File: src/design/ihex_pkg.sv
`default_nettype none

package ihex_pkg;

  // Parser phases within one record line.
  typedef enum logic [3:0] {
    PH_WAIT = 4'd0,
    PH_LEN  = 4'd1,
    PH_ADDR = 4'd2,
    PH_TYPE = 4'd3,
    PH_BASE = 4'd4,
    PH_DATA = 4'd5,
    PH_SUM  = 4'd6,
    PH_SKIP = 4'd7
  } phase_t;

  // Result kinds on the output channel.
  typedef enum logic [2:0] {
    K_WRITE  = 3'd0,
    K_DATA   = 3'd1,
    K_BASE   = 3'd2,
    K_IGNORE = 3'd3,
    K_ERROR  = 3'd4
  } kind_t;

  localparam logic [7:0] CH_COLON   = 8'h3A;
  localparam logic [7:0] TYPE_DATA  = 8'h00;
  localparam logic [7:0] TYPE_BASE  = 8'h04;
  localparam logic       MODE_EOL   = 1'b1;

  // One result word as it leaves the parser.
  typedef struct packed {
    logic        valid;
    kind_t       kind;
    logic [31:0] address;
    logic [7:0]  data;
    logic [7:0]  length;
  } result_t;

  // Hex digit decode: bit 4 is set for a valid digit, bits 3:0 hold its value.
  function automatic logic [4:0] hex_decode(input logic [7:0] c);
    logic [4:0] r;
    r = 5'd0;
    if (c >= 8'h30 && c <= 8'h39) begin
      r = {1'b1, c[3:0]};
    end else if ((c >= 8'h41 && c <= 8'h46) || (c >= 8'h61 && c <= 8'h66)) begin
      r = {1'b1, c[3:0] + 4'd9};
    end
    return r;
  endfunction

endpackage

`default_nettype wire

File: src/design/ihex_parser.sv
`default_nettype none

module ihex_parser (
  input  wire logic             clk,
  input  wire logic             rst_n,
  input  wire logic             accept,
  input  wire logic             mode,
  input  wire logic [7:0]       ch,
  output ihex_pkg::result_t     res
);

  ihex_pkg::phase_t phase_r, phase_nxt;
  logic [3:0]  high_nibble_r, high_nibble_nxt;
  logic        nibble_second_r, nibble_second_nxt;
  logic [7:0]  byte_count_r, byte_count_nxt;
  logic [7:0]  running_sum_r, running_sum_nxt;
  logic [7:0]  record_len_r, record_len_nxt;
  logic [15:0] record_addr_r, record_addr_nxt;
  logic [7:0]  record_type_r, record_type_nxt;
  logic [15:0] base_value_r, base_value_nxt;
  logic [15:0] upper_address_r, upper_address_nxt;

  logic [4:0]  hex;
  logic [7:0]  byte_val;
  logic [7:0]  sum_new;
  logic [7:0]  count_inc;

  assign hex       = ihex_pkg::hex_decode(ch);
  assign byte_val  = {high_nibble_r, hex[3:0]};
  assign sum_new   = running_sum_r + byte_val;
  assign count_inc = byte_count_r + 8'd1;

  // State registers, updated only when a word is accepted.
  always_ff @(posedge clk) begin
    if (!rst_n) begin
      phase_r         <= ihex_pkg::PH_WAIT;
      high_nibble_r   <= '0;
      nibble_second_r <= 1'b0;
      byte_count_r    <= '0;
      running_sum_r   <= '0;
      record_len_r    <= '0;
      record_addr_r   <= '0;
      record_type_r   <= '0;
      base_value_r    <= '0;
      upper_address_r <= '0;
    end else if (accept) begin
      phase_r         <= phase_nxt;
      high_nibble_r   <= high_nibble_nxt;
      nibble_second_r <= nibble_second_nxt;
      byte_count_r    <= byte_count_nxt;
      running_sum_r   <= running_sum_nxt;
      record_len_r    <= record_len_nxt;
      record_addr_r   <= record_addr_nxt;
      record_type_r   <= record_type_nxt;
      base_value_r    <= base_value_nxt;
      upper_address_r <= upper_address_nxt;
    end
  end

  // Next state and result for the word at the input.
  always_comb begin
    phase_nxt         = phase_r;
    high_nibble_nxt   = high_nibble_r;
    nibble_second_nxt = nibble_second_r;
    byte_count_nxt    = byte_count_r;
    running_sum_nxt   = running_sum_r;
    record_len_nxt    = record_len_r;
    record_addr_nxt   = record_addr_r;
    record_type_nxt   = record_type_r;
    base_value_nxt    = base_value_r;
    upper_address_nxt = upper_address_r;
    res               = '0;
    res.kind          = ihex_pkg::K_ERROR;

    if (mode == ihex_pkg::MODE_EOL) begin
      // End of line: an empty line or an unfinished record is an error.
      phase_nxt         = ihex_pkg::PH_WAIT;
      nibble_second_nxt = 1'b0;
      res.valid         = (phase_r != ihex_pkg::PH_SKIP);
    end else begin
      case (phase_r)
        ihex_pkg::PH_SKIP: begin
          res.valid = 1'b0;
        end
        ihex_pkg::PH_WAIT: begin
          if (ch != ihex_pkg::CH_COLON) begin
            phase_nxt = ihex_pkg::PH_SKIP;
            res.valid = 1'b1;
          end else begin
            phase_nxt         = ihex_pkg::PH_LEN;
            running_sum_nxt   = '0;
            byte_count_nxt    = '0;
            nibble_second_nxt = 1'b0;
            record_addr_nxt   = '0;
            base_value_nxt    = '0;
          end
        end
        ihex_pkg::PH_LEN, ihex_pkg::PH_ADDR, ihex_pkg::PH_TYPE,
        ihex_pkg::PH_BASE, ihex_pkg::PH_DATA, ihex_pkg::PH_SUM: begin
          if (!hex[4]) begin
            phase_nxt         = ihex_pkg::PH_SKIP;
            nibble_second_nxt = 1'b0;
            res.valid         = 1'b1;
          end else if (!nibble_second_r) begin
            high_nibble_nxt   = hex[3:0];
            nibble_second_nxt = 1'b1;
          end else begin
            // A full byte is complete.
            nibble_second_nxt = 1'b0;
            running_sum_nxt   = sum_new;
            case (phase_r)
              ihex_pkg::PH_LEN: begin
                record_len_nxt = byte_val;
                byte_count_nxt = '0;
                phase_nxt      = ihex_pkg::PH_ADDR;
              end
              ihex_pkg::PH_ADDR: begin
                record_addr_nxt = {record_addr_r[7:0], byte_val};
                byte_count_nxt  = count_inc;
                if (count_inc >= 8'd2) begin
                  phase_nxt = ihex_pkg::PH_TYPE;
                end
              end
              ihex_pkg::PH_TYPE: begin
                record_type_nxt = byte_val;
                byte_count_nxt  = '0;
                if (byte_val == ihex_pkg::TYPE_BASE) begin
                  phase_nxt = ihex_pkg::PH_BASE;
                end else if (byte_val == ihex_pkg::TYPE_DATA) begin
                  phase_nxt = (record_len_r != 8'd0) ? ihex_pkg::PH_DATA
                                                     : ihex_pkg::PH_SUM;
                end else begin
                  phase_nxt = ihex_pkg::PH_SKIP;
                  res.valid = 1'b1;
                  res.kind  = ihex_pkg::K_IGNORE;
                end
              end
              ihex_pkg::PH_BASE: begin
                base_value_nxt = {base_value_r[7:0], byte_val};
                byte_count_nxt = count_inc;
                if (count_inc >= 8'd2) begin
                  upper_address_nxt = {base_value_r[7:0], byte_val};
                  phase_nxt         = ihex_pkg::PH_SUM;
                end
              end
              ihex_pkg::PH_DATA: begin
                byte_count_nxt = count_inc;
                if (count_inc >= record_len_r) begin
                  phase_nxt = ihex_pkg::PH_SUM;
                end
                res.valid   = 1'b1;
                res.kind    = ihex_pkg::K_WRITE;
                res.address = {upper_address_r, record_addr_r} + {24'd0, byte_count_r};
                res.data    = byte_val;
              end
              default: begin
                // Checksum byte closes the record.
                phase_nxt = ihex_pkg::PH_SKIP;
                res.valid = 1'b1;
                if (sum_new != 8'd0) begin
                  res.kind = ihex_pkg::K_ERROR;
                end else if (record_type_r == ihex_pkg::TYPE_BASE) begin
                  res.kind = ihex_pkg::K_BASE;
                end else begin
                  res.kind   = ihex_pkg::K_DATA;
                  res.length = record_len_r;
                end
              end
            endcase
          end
        end
        default: begin
          // Undefined phase codes recover through an error.
          phase_nxt = ihex_pkg::PH_SKIP;
          res.valid = 1'b1;
        end
      endcase
    end
  end

endmodule

`default_nettype wire

File: src/design/ihex_out_reg.sv
`default_nettype none

module ihex_out_reg (
  input  wire logic          clk,
  input  wire logic          rst_n,
  input  wire logic          accept,
  input  wire ihex_pkg::result_t res,
  output logic               ready,
  output logic               out_valid,
  input  wire logic          out_ready,
  output ihex_pkg::result_t  out_res
);

  logic              valid_r, valid_nxt;
  ihex_pkg::result_t res_r;

  // The slot takes a new word when empty or being drained this cycle.
  assign ready = !valid_r || out_ready;

  always_comb begin
    valid_nxt = valid_r;
    if (accept) begin
      valid_nxt = res.valid;
    end else if (out_ready) begin
      valid_nxt = 1'b0;
    end
  end

  always_ff @(posedge clk) begin
    if (!rst_n) begin
      valid_r <= 1'b0;
    end else begin
      valid_r <= valid_nxt;
    end
  end

  // Payload loads only with a result.
  always_ff @(posedge clk) begin
    if (accept && res.valid) begin
      res_r <= res;
    end
  end

  assign out_valid = valid_r;
  assign out_res   = res_r;

endmodule

`default_nettype wire

File: src/design/intel_hex_record_decoder.sv
// Intel HEX record decoder.
// Input channel: one word per character of a record line. in_tuser is the
// mode flag (0 = character in in_tdata, 1 = end of line); in_tdata[7:0] is
// the ASCII character.
// Output channel: zero or one result word per input word. out_tuser is the
// result kind (write, data record ok, base record ok, ignored type, error);
// out_tdata carries the write address, the data byte and the record length.
// Each result is registered and shows in the cycle after the word that causes it.
// Throughput: one input word per cycle while the output slot can take it; the parser
// state and output register are each one register stage with one short path between.
// Reset clears the parser to wait for a colon, the upper address to zero
// and empties the output register.
// When the receiver stalls, the output register holds its word and in_tready
// drops. in_tready is high whenever that register is empty or drains in the
// same cycle, so a held word that waits also holds back input words that
// would cause no result.
`default_nettype none

module intel_hex_record_decoder (
  input  wire logic        clk,
  input  wire logic        rst_n,
  input  wire logic        in_tvalid,
  output logic             in_tready,
  input  wire logic [7:0]  in_tdata,   // [7:0] ch
  input  wire logic        in_tuser,   // [0] mode
  output logic             out_tvalid,
  input  wire logic        out_tready,
  output logic [47:0]      out_tdata,  // [31:0] address, [39:32] data, [47:40] length
  output logic [2:0]       out_tuser   // [2:0] kind
);

  logic              accept;
  logic              slot_ready;
  ihex_pkg::result_t res;
  ihex_pkg::result_t out_res;

  assign in_tready = slot_ready;
  assign accept    = in_tvalid && slot_ready;

  // Character parser with record state.
  ihex_parser u_parser (
    .clk    (clk),
    .rst_n  (rst_n),
    .accept (accept),
    .mode   (in_tuser),
    .ch     (in_tdata),
    .res    (res)
  );

  // Result register.
  ihex_out_reg u_out_reg (
    .clk       (clk),
    .rst_n     (rst_n),
    .accept    (accept),
    .res       (res),
    .ready     (slot_ready),
    .out_valid (out_tvalid),
    .out_ready (out_tready),
    .out_res   (out_res)
  );

  assign out_tdata = {out_res.length, out_res.data, out_res.address};
  assign out_tuser = out_res.kind;

endmodule

`default_nettype wire

File: config.mk
export PLATFORM = sky130hd
export DESIGN_NAME = intel_hex_record_decoder
export DESIGN_NICKNAME = d
export VERILOG_FILES = /design/src/design/ihex_pkg.sv /design/src/design/ihex_parser.sv /design/src/design/ihex_out_reg.sv /design/src/design/intel_hex_record_decoder.sv
export SDC_FILE = /design/constraint.sdc
export NUM_CORES = 1
export LEC_CHECK = 0
export BUFFER_PORTS_ARGS = -buffer_cell sky130_fd_sc_hd__buf_4
export CAP_MARGIN = 30
export CELL_PAD_IN_SITES_DETAIL_PLACEMENT = 1
export CELL_PAD_IN_SITES_GLOBAL_PLACEMENT = 2
export CORE_ASPECT_RATIO = 0.5
export CORE_MARGIN = 1.5
export CORE_UTILIZATION = 41
export DETAILED_ROUTE_END_ITERATION = 12
export GPL_ROUTABILITY_DRIVEN = 0
export PLACE_DENSITY = 0.83
export SLEW_MARGIN = 40
export SYNTH_ARGS = -nofsm -noshare
export SYNTH_HDL_FRONTEND = slang
export SYNTH_HIERARCHICAL = 1
export SYNTH_SLANG_ARGS = --single-unit
File: constraint.sdc
create_clock -name clk -period 6.71 [get_ports clk]
set_clock_uncertainty 0.15 [all_clocks]
set_input_delay 0 -clock clk [delete_from_list [all_inputs] [get_ports clk]]
set_output_delay 0 -clock clk [all_outputs]
set_load 0.1 [all_outputs]
### After elaboration in Yosys (flattened, before gate mapping)

Index checks and enable logic that the tools add are counted.

* bits in latches: 0
* flip-flop bits (word level): 133
* bits in read-only memories: 0
* input port bits: 13
* output and inout port bits: 53
* memory bits (writable): 0
* memories kept: 0

* shift-type cells: 0
* equality and inequality tests: 23
* muxes and demuxes: 52
* divide/modulo/power cells: 0
* add/subtract/negate cells: 4
* bitwise logic cells: 5
* $mul: 0
* magnitude comparators: 8
* reductions and logical operators: 33

Operators with widths (count)
* $mux 8: 11
* $mux 16: 4
* $pmux 8 s2: 4
* $mux 52: 1
* $mux 4: 10
* $mux 40: 1
* $add 32x8->32: 1
* $pmux 16 s2: 1
* $reduce_and 7->1: 4
* $pmux 4 s3: 2
* $reduce_and 6->1: 4
* $pmux 4 s5: 1
* $eq 4x3->1 const B: 4
* $eq 8x3->1 const B: 2
* $ge 8x7->1 const B: 2
* $le 8x7->1 const B: 2
* $reduce_bool 8->1: 2
* $ne 5x5->1 const B: 3
* $reduce_or 11->1: 1
* $mux 5: 2
* $reduce_or 5->1: 2
* $mux 1: 9
* $add 8x1->8 const B: 1
* $add 8x8->8: 1
* 30 further kinds: 50

### Logic depth before layout (Yosys ltp)

* word-level depth: 14
* gate-level depth with buffers: 15
* mapped depth without buffers: 15

### By module

The synthesis kept the hierarchy.

By module, submodules not included
* ihex_parser: times used 1, seq. area each 1601.5 µm², area an instance 5403.9 µm², cells an instance 691
* ihex_out_reg: times used 1, seq. area each 1581.5 µm², area an instance 1612.8 µm², cells an instance 57
* intel_hex_record_decoder: times used 1, seq. area each 0.0 µm², area an instance 6.3 µm², cells an instance 1

### Worst setup path after synthesis

OpenSTA, ideal clock, no wires.

* kind: input to register
* start: in in_tdata[1]
* end: reg u_out_reg.res_r (netlist bit u_out_reg/out_res[0]) (data pin)
* setup slack: 3.194 ns
* data required time: 6.428 ns
* arrival: 3.234 ns
* path buffers: 0
* stages: 14
* cells stage by stage: inv_1 > ha_1 > o21bai_1 > a21oi_2 > a21o_1 > ha_1 > inv_1 > fa_1 > inv_1 > or4_1 > or3_1 > nor4_4 > nor4b_4 > and2_1

* word-level cells in the longest chain between the ends: 8

RTL lines
* start, declared: line intel_hex_record_decoder.sv:24 `input wire logic [7:0] in_tdata,`
* $ge 8x7->1 or $le 8x7->1 (tied branches): line ihex_pkg.sv:46 `end else if ((c >= 8'h41 && c <= 8'h46) || (c >= 8'h61 && c <= 8'h66)) begin`
* $logic_and 1x1->1: line ihex_pkg.sv:46
* $logic_or 1x1->1: line ihex_pkg.sv:46
* $mux 5: line ihex_pkg.sv:46
* $mux 5 (*): line ihex_pkg.sv:44 `if (c >= 8'h30 && c <= 8'h39) begin`
* named net u_parser.hex[0]: line ihex_parser.sv:23 `logic [4:0] hex;`
* $add 8x8->8 (*): line ihex_parser.sv:30 `assign sum_new = running_sum_r + byte_val;`
* $reduce_bool 8->1 (*): line ihex_parser.sv:160 `if (sum_new != 8'd0) begin`
* $reduce_or 11->1 (no line) (*)
* end signal, assigned: line ihex_out_reg.sv:40 `res_r <= res;`
* end, declared: line ihex_out_reg.sv:15 `ihex_pkg::result_t res_r;`

The timed path passes the listed nets; every way through them passes the cells marked *.
A chain may end at the register's enable or synchronous reset.

### Worst setup path in the final report

Same ends and word-level chain as after synthesis.

==> flow_summary_export.csv <==
group,metric,value,unit
sta,fin_hold_ws,0.07424,ns
power_and_ir_drop,p_total,2.109,mW
placed_design,dpl_worst_slack,2.527,ns
critical_path,start_kind,"input port",
sta,slew_violations,0,
critical_path,critPathKind,"in -> reg",
route,drt_iter0_markers,263,
sta,period_needed,4.345,ns
route,wirelength,18910,µm
clocking,cts_buffers,17,
global_routing,grt_max_degree,55,
global_routing,grt_first_pass_wirelength,30370,µm
sta,fin_tns_setup,0,ns
critical_path,rr_worst_depth,13,
yosys,syn_inst,748,
placed_design,dp.cells,1002,
run_status,status,"finished, final reports clean",
clocking,clock-root-buffer,"clkbuf_16",
yosys,syn-num-nets,792,
critical_path,crit_slowest_cell,"dlygate4sd3_1",
sta,grt_setup_unrepaired,"false",
clocking,clockBufferDepth,2,
sta,post-route-period-util,64.76,%
min_path,worstHoldPathCells,4,
clocking,post_cts_buffers,0,
min_path,hold_path_class,"in -> reg",
route,antenna_left,0,
critical_path,cp.depth,16,
clocking,clk_pin_slew,0.06,ns
clocking,cts_tree,"done",
yosys,netlist_area,6993,µm²
route,post-route-drc-count,0,
critical_path,critPathMostFrequentCell,"inv_1",
die,die-area,17900,µm²
sta,setup_viol_count_final,0,
global_routing,track_usage,22.21,%
global_routing,grt_pass1_vias,5665,
clocking,numClockSinks,132,
die,coreArea,16520,µm²
global_routing,grt-ovfl-total,0,
critical_path,worstPathBufferInverterCount,5,
critical_path,path_cells,"dlygate4sd3_1, buf_4, inv_1, ha_1, o21bai_1, a21oi_2, a21o_1, ha_1, inv_1, fa_1, inv_1, or4_1, or3_1, nor4_4, nor4b_4, and2_1",
yosys,yosys_warnings,6,
route,vias,5651,
power_and_ir_drop,p_leak,3.119,nW
route,viasPerCell,5.428,
clocking,cts_htree_levels,4,
cells_and_area,fin_cells,1041,
cells_and_area,antenna_cells,0,
die,chipWidth,187.7,µm
sta,setup_slack,2.365,ns
cells_and_area,drive_gt1_share,15.23,%
critical_path,slowest_delay,0.53,ns
sta,worst_pin_slew,0.7130,ns
yosys,avgSynthCellArea,9.349,µm²
route,dr.pass1.iters,4,
critical_path,critPathTopFamily,"simple AND/OR/NAND/NOR gates",
sta,fmax,230.1,MHz
die,die-height,95.35,µm
cells_and_area,layout.nets,845,
die,ioPinCount,66,
placed_design,portBuffers,65,
critical_path,crit_fanout,8,
power_and_ir_drop,ir_drop,0.1928,mV
clocking,clock_latency,0.42,ns
critical_path,end_kind,"flip-flop",
die,std_cell_rows,33,
power_and_ir_drop,power.density,254.9,nW/µm²
global_routing,antenna_found_initial,0,
job,max_cap_viol_count,0,
sta,hold_violations,0,
critical_path,cp.required,6.85,ns
die,start_util,42.34,%
sta,slew_headroom,52.47,%
placed_design,dp_hpwl,13300,µm
route,wl_per_cell,18.17,µm
cells_and_area,syn_to_final_growth,18.32,%
critical_path,arrival,4.48,ns
worst paths after layout:
check | from | slack, ns | end
setup / recovery | in_tdata[1] | 2.36 | u_out_reg/out_res[0]
hold / removal | in_tdata[0] | 0.07 | u_parser/high_nibble_r[0]
hold reg to reg | u_parser/base_value_r[6] | 0.33 | u_parser/base_value_r[6]
setup reg to reg | u_parser/byte_count_r[0] | 3.02 | u_parser/phase_r[2]
where the power goes:
group          internal, mW  total [mW]  leakage [nW]  switching, mW
Combinational        0.0597       0.318          1.67          0.258
Clock                 0.546       0.918         0.288          0.372
Sequential            0.860       0.874          1.16         0.0139
Total                  1.47        2.11          3.12          0.644
cells in the final DEF, fill, tap and decap left out, types with 8 or more instances in the layout:
master	count
nor3b_1	8
mux2i_1	32
o21ai_1	9
inv_1	26
clkbuf_16	18
nor3_1	9
ha_1	29
or3_1	10
a211oi_1	8
dfxtp_1	81
a21oi_1	32
nor2_1	107
a22oi_1	9
and3_1	11
buf_4	67
and2_1	11
nor4_1	8
edfxtp_1	51
o21ai_0	40
nand2_1	35
xnor2_1	25
nand3_1	60
registers in the layout, summed over array words and instances, names as in the netlist:
register,flops
u_parser/base_value_r,8
u_parser/byte_count_r,8
u_parser/record_len_r,8
u_out_reg/out_valid,1
u_parser/record_type_r,8
u_parser/nibble_second_r,1
u_parser/running_sum_r,8
u_parser/high_nibble_r,4
u_parser/upper_address_r,16
u_parser/phase_r,3
u_out_reg/out_res,51
u_parser/record_addr_r,16
final cells by class:
cell class,instances,area [µm²]
clock buffers,19,464.2
clock inverters,13,123.9
fillers,1905,8242
inverters,28,107.6
multi-input cells,548,3568
flip-flops and latches,132,3153
well taps,227,284.0
repair buffers,74,573.1
repair_timing:
action                                 CTS  global route
endpoints found under the hold margin   33             0
hold buffers                             7             0
gates resized for setup                  0             0
layer usage:
layer,track usage [%],up-vias,part of all wire [%]
met5,0,-,0
met4,6.333,0,1.1
met3,4.417,21,3.3
met2,35.68,101,45
met1,30.61,2717,51
li1,-,2812,-
worst min-delay path, delay by kind of cell:
kind / cells / cell delay [ns]
buf+inv: 1 / 0.12
simple gates: 1 / 0.07
mux: 1 / 0.12
compound gates: 1 / 0.30
stage by stage:
stage	instance area [µm²]	utilization, %
finish	8274	50.10
global route	8274	50.10
CTS	8274	50.10
detailed placement	7616	46.11
global placement	7606	46.05
floorplan	6993	-
(Power assumes the default switching activity.)
